--- config.mk ---
export PLATFORM = sky130hd
export DESIGN_NAME = base64_stream_encoder
export DESIGN_NICKNAME = d
export VERILOG_FILES = /design/src/b64_pkg.sv /design/src/b64_front.sv /design/src/b64_queue.sv /design/src/b64_back.sv /design/src/base64_stream_encoder.sv
export VERILOG_INCLUDE_DIRS = /design/src /design/src/src
export SDC_FILE = /design/constraint.sdc
export NUM_CORES = 1
export LEC_CHECK = 0
export ABC_AREA = 0
export BUFFER_PORTS_ARGS = -buffer_cell sky130_fd_sc_hd__buf_2
export CAP_MARGIN = 25
export CORE_ASPECT_RATIO = 0.75
export CORE_MARGIN = 4
export CORE_UTILIZATION = 32
export CTS_CLUSTER_DIAMETER = 200
export CTS_CLUSTER_SIZE = 14
export DETAILED_ROUTE_END_ITERATION = 6
export PLACE_DENSITY = 0.46
export RECOVER_POWER = 50
export SYNTH_ARGS = -nofsm -noshare
export SYNTH_HDL_FRONTEND = slang
export SYNTH_SLANG_ARGS = --single-unit
--- constraint.sdc ---
create_clock -name clk -period 3.4 [get_ports clk]
set_input_delay 0.17 -clock clk [delete_from_list [all_inputs] [get_ports clk]]
set_output_delay 0.17 -clock clk [all_outputs]
set_load 0.005 [all_outputs]
--- src/base64_stream_encoder_defines.svh ---
// Assertion helpers for the Base64 stream encoder.
`ifndef BASE64_STREAM_ENCODER_DEFINES_SVH
`define BASE64_STREAM_ENCODER_DEFINES_SVH

// Condition holds in the same cycle as the trigger.
`define B64_ASSERT_NOW(lbl, trig, cond, msg) \
  lbl: assert property (@(posedge clk) disable iff (!rst_n) (trig) |-> (cond)) else $error(msg);

// Condition holds in the cycle after the trigger.
`define B64_ASSERT_NEXT(lbl, trig, cond, msg) \
  lbl: assert property (@(posedge clk) disable iff (!rst_n) (trig) |=> (cond)) else $error(msg);

`endif

--- src/b64_pkg.sv ---
`timescale 1ns / 1ps

package b64_pkg;

  localparam int QDepth = 2;
  localparam logic [7:0] PadChar = 8'h3D;

  typedef enum logic [2:0] {
    PH0 = 3'b001,
    PH1 = 3'b010,
    PH2 = 3'b100
  } phase_t;

  typedef struct packed {
    logic       pad;
    logic [5:0] sextet;
  } slot_t;

  // One accepted byte turns into one job of one to four characters.
  typedef struct packed {
    logic             fin;
    logic [1:0]       last_idx;
    slot_t [3:0]      slot;
  } job_t;

  typedef struct packed {
    logic [$clog2(QDepth+1)-1:0] count;
    logic                        full;
    logic                        empty;
  } q_stat_t;

  function automatic logic [7:0] b64_char(input logic [5:0] v);
    logic [7:0] w;
    logic [7:0] c;
    w = {2'b00, v};
    if (v < 6'd26) begin
      c = w + 8'd65;
    end else if (v < 6'd52) begin
      c = w + 8'd71;
    end else if (v < 6'd62) begin
      c = w - 8'd4;
    end else if (v == 6'd62) begin
      c = 8'h2B;
    end else begin
      c = 8'h2F;
    end
    return c;
  endfunction

endpackage

--- src/b64_front.sv ---
`timescale 1ns / 1ps

module b64_front import b64_pkg::*; (
  input  logic       clk,
  input  logic       rst_n,
  input  logic       in_tvalid,
  output logic       in_tready,
  input  logic [7:0] in_tdata,
  input  logic       in_tlast,
  input  logic       q_full,
  output logic       push,
  output job_t       job,
  output phase_t     phase
);

  phase_t     phase_r, phase_nxt;
  logic [3:0] pend_r, pend_nxt;
  slot_t      pad_slot;

  assign in_tready = !q_full;
  assign push      = in_tvalid && in_tready;
  assign phase     = phase_r;
  assign pad_slot  = '{pad: 1'b1, sextet: 6'd0};

  always_comb begin
    job       = '0;
    job.fin   = in_tlast;
    phase_nxt = phase_r;
    pend_nxt  = pend_r;
    case (phase_r)
      PH1: begin
        job.slot[0].sextet = {pend_r[1:0], in_tdata[7:4]};
        if (in_tlast) begin
          job.slot[1].sextet = {in_tdata[3:0], 2'b00};
          job.slot[2]        = pad_slot;
          job.last_idx       = 2'd2;
          phase_nxt          = PH0;
          pend_nxt           = 4'd0;
        end else begin
          job.last_idx = 2'd0;
          phase_nxt    = PH2;
          pend_nxt     = in_tdata[3:0];
        end
      end
      PH2: begin
        job.slot[0].sextet = {pend_r, in_tdata[7:6]};
        job.slot[1].sextet = in_tdata[5:0];
        job.last_idx       = 2'd1;
        phase_nxt          = PH0;
        pend_nxt           = 4'd0;
      end
      default: begin
        job.slot[0].sextet = in_tdata[7:2];
        if (in_tlast) begin
          job.slot[1].sextet = {in_tdata[1:0], 4'b0000};
          job.slot[2]        = pad_slot;
          job.slot[3]        = pad_slot;
          job.last_idx       = 2'd3;
          phase_nxt          = PH0;
          pend_nxt           = 4'd0;
        end else begin
          job.last_idx = 2'd0;
          phase_nxt    = PH1;
          pend_nxt     = {2'b00, in_tdata[1:0]};
        end
      end
    endcase
  end

  always_ff @(posedge clk) begin
    if (!rst_n) begin
      phase_r <= PH0;
      pend_r  <= 4'd0;
    end else if (push) begin
      phase_r <= phase_nxt;
      pend_r  <= pend_nxt;
    end
  end

endmodule

--- src/b64_queue.sv ---
`timescale 1ns / 1ps

module b64_queue import b64_pkg::*; (
  input  logic    clk,
  input  logic    rst_n,
  input  logic    push,
  input  job_t    wr_job,
  input  logic    pop,
  output job_t    rd_job,
  output q_stat_t stat
);

  localparam int PtrW = (QDepth > 1) ? $clog2(QDepth) : 1;
  localparam int CntW = $clog2(QDepth + 1);

  job_t            mem_r [QDepth];
  logic [PtrW-1:0] wr_ptr_r, rd_ptr_r;
  logic [CntW-1:0] count_r, count_nxt;

  assign rd_job     = mem_r[rd_ptr_r];
  assign stat.count = count_r;
  assign stat.full  = (count_r == CntW'(QDepth));
  assign stat.empty = (count_r == '0);

  always_comb begin
    count_nxt = count_r;
    if (push && !pop) begin
      count_nxt = count_r + 1'b1;
    end else if (pop && !push) begin
      count_nxt = count_r - 1'b1;
    end
  end

  always_ff @(posedge clk) begin
    if (push) begin
      mem_r[wr_ptr_r] <= wr_job;
    end
  end

  always_ff @(posedge clk) begin
    if (!rst_n) begin
      wr_ptr_r <= '0;
      rd_ptr_r <= '0;
      count_r  <= '0;
    end else begin
      if (push) begin
        wr_ptr_r <= (wr_ptr_r == PtrW'(QDepth - 1)) ? '0 : wr_ptr_r + 1'b1;
      end
      if (pop) begin
        rd_ptr_r <= (rd_ptr_r == PtrW'(QDepth - 1)) ? '0 : rd_ptr_r + 1'b1;
      end
      count_r <= count_nxt;
    end
  end

endmodule

--- src/b64_back.sv ---
`timescale 1ns / 1ps

module b64_back import b64_pkg::*; (
  input  logic       clk,
  input  logic       rst_n,
  input  job_t       job,
  input  logic       q_empty,
  output logic       pop,
  output logic       out_tvalid,
  input  logic       out_tready,
  output logic [7:0] out_tdata,
  output logic       out_tlast
);

  logic [1:0] idx_r;
  logic       valid_r;
  logic [7:0] char_r;
  logic       last_r;
  logic       load;
  logic       at_end;
  slot_t      cur;

  assign cur    = job.slot[idx_r];
  assign at_end = (idx_r == job.last_idx);
  // The output register refills from a queued job if empty or drained.
  assign load   = !q_empty && (!valid_r || out_tready);
  assign pop    = load && at_end;

  assign out_tvalid = valid_r;
  assign out_tdata  = char_r;
  assign out_tlast  = last_r;

  always_ff @(posedge clk) begin
    if (load) begin
      char_r <= cur.pad ? PadChar : b64_char(cur.sextet);
      last_r <= job.fin && at_end;
    end
  end

  always_ff @(posedge clk) begin
    if (!rst_n) begin
      valid_r <= 1'b0;
      idx_r   <= 2'd0;
    end else begin
      if (load) begin
        valid_r <= 1'b1;
        idx_r   <= at_end ? 2'd0 : idx_r + 2'd1;
      end else if (out_tready) begin
        valid_r <= 1'b0;
      end
    end
  end

endmodule

--- src/base64_stream_encoder.sv ---
`timescale 1ns / 1ps
// Base64 stream encoder, standard alphabet with '=' padding.
// Input channel: one raw byte per item on in_tdata, in_tlast marks the last
// byte of a message. Output channel: one ASCII character per item on
// out_tdata, out_tlast marks the last character of the encoded message.
// A front stage tracks the position within each three-byte group, turns the
// byte into a job of one to four characters and writes it to a two-entry
// job queue. A back stage drains the queue one character per cycle into a
// registered output, which holds while out_tready is low.
// An accepted byte is written into the job queue; its first character is then
// loaded into the output register once that register is free. Throughput:
// one character per cycle at the output while out_tready is high; a byte
// gives one to four characters (4/3 on average in a long message), and the
// output register is the limit. Bytes are taken while the job queue has room.
// Reset (rst_n low at a clock edge) empties the queue and the output register
// and starts a new group. When the receiver stalls, the output holds, the
// queue fills, and in_tready drops once both entries are taken.
`include "base64_stream_encoder_defines.svh"
module base64_stream_encoder import b64_pkg::*; (
  input  logic       clk,
  input  logic       rst_n,
  input  logic       in_tvalid,
  output logic       in_tready,
  input  logic [7:0] in_tdata,   // [7:0] data_byte
  input  logic       in_tlast,   // final_byte
  output logic       out_tvalid,
  input  logic       out_tready,
  output logic [7:0] out_tdata,  // [7:0] char_code
  output logic       out_tlast   // end_of_text
);

  logic    push;
  logic    pop;
  job_t    wr_job;
  job_t    rd_job;
  q_stat_t q_stat;
  phase_t  phase;

  b64_front u_front (
    .clk       (clk),
    .rst_n     (rst_n),
    .in_tvalid (in_tvalid),
    .in_tready (in_tready),
    .in_tdata  (in_tdata),
    .in_tlast  (in_tlast),
    .q_full    (q_stat.full),
    .push      (push),
    .job       (wr_job),
    .phase     (phase)
  );

  b64_queue u_queue (
    .clk    (clk),
    .rst_n  (rst_n),
    .push   (push),
    .wr_job (wr_job),
    .pop    (pop),
    .rd_job (rd_job),
    .stat   (q_stat)
  );

  b64_back u_back (
    .clk        (clk),
    .rst_n      (rst_n),
    .job        (rd_job),
    .q_empty    (q_stat.empty),
    .pop        (pop),
    .out_tvalid (out_tvalid),
    .out_tready (out_tready),
    .out_tdata  (out_tdata),
    .out_tlast  (out_tlast)
  );

  `B64_ASSERT_NEXT(a_final_restarts_group, push && in_tlast, phase == PH0, "group not restarted")
  `B64_ASSERT_NOW(a_no_push_when_full, push, !q_stat.full, "job written into a full queue")
  `B64_ASSERT_NOW(a_count_in_range, 1'b1, q_stat.count <= 2'(QDepth), "queue count out of range")
  `B64_ASSERT_NOW(a_pop_needs_job, pop, !q_stat.empty, "job taken from an empty queue")

endmodule
==> impl_metrics.json <==
{
  "status": "completed",
  "rrSetupSlack_ns": 0.77,
  "synthCells": 227,
  "cts_resized": 0,
  "p_leak_nw": 1.20,
  "clkTransAtPathRegs_ns": 0.05,
  "critPathBufInv": 1,
  "grt.overflow.total": 0,
  "port_buffers": 23,
  "worstPathCellList": "mux4_2 -> nand2_1 -> ha_1 -> inv_1 -> nand4_1 -> a31oi_1 -> or4_1",
  "drtIter0Drc": 58,
  "fp.dieH_microns": 88.7,
  "synth_xor_area_share_pct": 2.52,
  "synth_top_area_cell": "edfxtp_1",
  "clock-skew-final_ns": 0.00986,
  "synth_top_family_by_area": "simple AND/OR/NAND/NOR gates",
  "timing.fmax_mhz": 380,
  "worstHoldPathType": "primary input to flip-flop",
  "globalplace.congestion": 0.835,
  "drc": 0,
  "vias_per_cell": 5.06,
  "numCtsBuffers": 9,
  "grt_max_degree": 18,
  "syn_area_sq_um": 2780,
  "rr_worst_depth": 7,
  "ctsHoldBuffers": 0,
  "dieArea_sq_um": 10300,
  "fin_nets": 277,
  "dr.max_layer_used": "met4",
  "synthArstFlopShare_pct": 0,
  "cts_sinks": 58,
  "synth_adder_area_share_pct": 2.25,
  "num_io_pins": 24,
  "drt-pass1-iter-count": 4,
  "synth_edf_count": 43,
  "synth_flop_cell": "edfxtp_1",
  "drive_above_1_share_pct": 17.4,
  "yosys.cell_count.top_type": "edfxtp_1",
  "crit_arrival_ns": 2.68,
  "die_x_microns": 116,
  "setup_viol": 0,
  "crit_required_ns": 3.45,
  "antenna_found_initial": 0,
  "synthSimpleGateAreaFrac_pct": 14.8,
  "synth_compound_gate_area_share_pct": 13.2,
  "post_cts_buffers": 0,
  "wl_met1_microns": 2970,
  "hold_depth": 3,
  "ys_warn_count": 0,
  "cp_top_family": "simple AND/OR/NAND/NOR gates",
  "wl_met2_microns": 2480,
  "cp-start-kind": "flip-flop",
  "area_growth_pct": 18.2,
  "seq_area_frac_synth_pct": 57.2,
  "finalWorstSetupSlack_ns": 0.770,
  "wl_met3_microns": 262,
  "power_mw": 3.03,
  "critPathMaxFanout": 8,
  "start_util_pct": 32.9,
  "cts_tree": "done",
  "layout_min_cycle_time_ns": 2.63,
  "ys_types": 54,
  "avgSynthCellArea_sq_um": 12.2,
  "core_sq_um": 8450,
  "hold_slack_ns": 0.151,
  "power.density_nw_per_um2": 921,
  "synth_common_cells": "edfxtp_1 (43), nand2_1 (32), dfxtp_1 (15), nor2_1 (10)",
  "grt_usage_pct": 12.4,
  "synthTopCellsByArea": "edfxtp_1 (46%), dfxtp_1 (11%), nand2_1 (4.3%)",
  "whs_endpoint": "u_front.pend_r[2]",
  "grt_pass1_vias": 1851,
  "synth_top_area_share_pct": 46.4,
  "clock_path_buffers": 2,
  "ys_ff_latch": 58,
  "crit_path_end_kind": "flip-flop",
  "min_from": "in_tdata[2]",
  "place_inst": 356,
  "synth_fp_nets": 245,
  "finalNonFillerCells": 372,
  "rsz0062_at_grt": "no",
  "cts.htree.levels": 3,
  "worst_pin_slew_ns": 0.884,
  "place_worst_setup_slack_ns": 0.762,
  "place_hpwl_microns": 4100,
  "cap_violations": 0,
  "clock_latency_ns": 0.32,
  "vias": 1882,
  "ctsRootBufferMaster": "clkbuf_16",
  "cp_slowest_cell": "mux4_2",
  "drv_slew": 0,
  "peakVddDrop_mv": 0.286,
  "wire_per_inst_microns": 15.5,
  "antenna_left": 0,
  "max_stage_delay_ns": 0.65,
  "muxShareOfSynthArea_pct": 7.20,
  "wl_microns": 5750,
  "grt_pass1_wl_microns": 9520,
  "path_class": "flip-flop to flip-flop",
  "hold_viol_final": 0,
  "finalCritPeriodShare_pct": 77.3,
  "rows": 29,
  "tns_ns": 0,
  "regToRegEndpoint": "u_back.out_tdata[4]",
  "n_antenna_cell": 0,
  "slew_headroom_pct": 40.9
}
[placed cells by master (no fill, tap or decap), types with 7 or more instances in the layout]
master	n
a21boi_0	7
nand2_1	32
buf_2	15
nor2_1	10
clkbuf_1	12
inv_1	7
edfxtp_1	43
clkbuf_16	9
dfxtp_1	15
[kinds of logic after synthesis]
kind of cell | after synthesis
AO/OA/AOI/OAI | 49
XOR/XNOR | 8
adder cells (fa/ha/maj) | 5
buffers and inverters | 16
flip-flops | 58
multiplexers | 12
AND/OR/NAND/NOR | 79
[state kept, by name, summed over array words and instances, names as in the netlist, named ones only]
name               cells
u_queue.mem_r         34
u_back.out_tdata       8
u_back.idx_r           2
u_queue.count_r        2
u_back.out_tlast       1
u_front.phase          3
u_queue.wr_ptr_r       1
u_queue.rd_ptr_r       1
u_front.pend_r         4
u_back.out_tvalid      1
[per-stage QoR]
step / utilization, % / area (sq um)
floorplan: - / 2780
global placement: 35.8 / 3030
detailed placement: 35.8 / 3030
CTS: 39.1 / 3310
global route: 38.9 / 3290
finish: 38.9 / 3290
[power breakdown]
part / total (mW) / switching, mW / internal, mW
registers: 1.07 / 0.0754 / 0.992
clock network: 0.841 / 0.281 / 0.560
logic: 1.12 / 0.642 / 0.476
total: 3.03 / 0.998 / 2.03
[cell type report]
| class | count | area (sq um) |
|---|---|---|
| fillers | 837 | 5170 |
| flip-flops and latches | 58 | 1590 |
| multi-input cells | 153 | 1110 |
| clock buffers | 12 | 236 |
| repair buffers | 29 | 144 |
| well taps | 108 | 135 |
| clock inverters | 4 | 42.5 |
| inverters | 8 | 30.0 |
[worst reg2reg max path: cells and delay by family, from the launching register on]
kind | cells | cell delay (ns)
AO/OA/AOI/OAI | 1 | 0.10
adder cells (fa/ha/maj) | 1 | 0.20
buffers and inverters | 1 | 0.09
flip-flops | 1 | 0.47
multiplexers | 1 | 0.65
AND/OR/NAND/NOR | 3 | 0.86
[per-layer routing]
layer	global-route usage, %	up-vias
met5	0	-
met4	4.21	0
met3	4.72	4
met2	17.9	44
met1	17.1	913
li1	-	921
[how the worst max path moves through the flow]
stage | to | slack [ns] | cells after the start
after floorplan | u_back.out_tdata[4] | 0.95 | 10
after global placement | u_back.out_tdata[2] | 0.85 | 8
after detailed placement | u_back.out_tdata[4] | 0.76 | 7
after CTS | u_back.out_tdata[4] | 0.77 | 7
after global routing | u_back.out_tdata[4] | 0.63 | 7
final | u_back.out_tdata[4] | 0.77 | 7
Note: power is estimated with default switching activity, not from simulation.
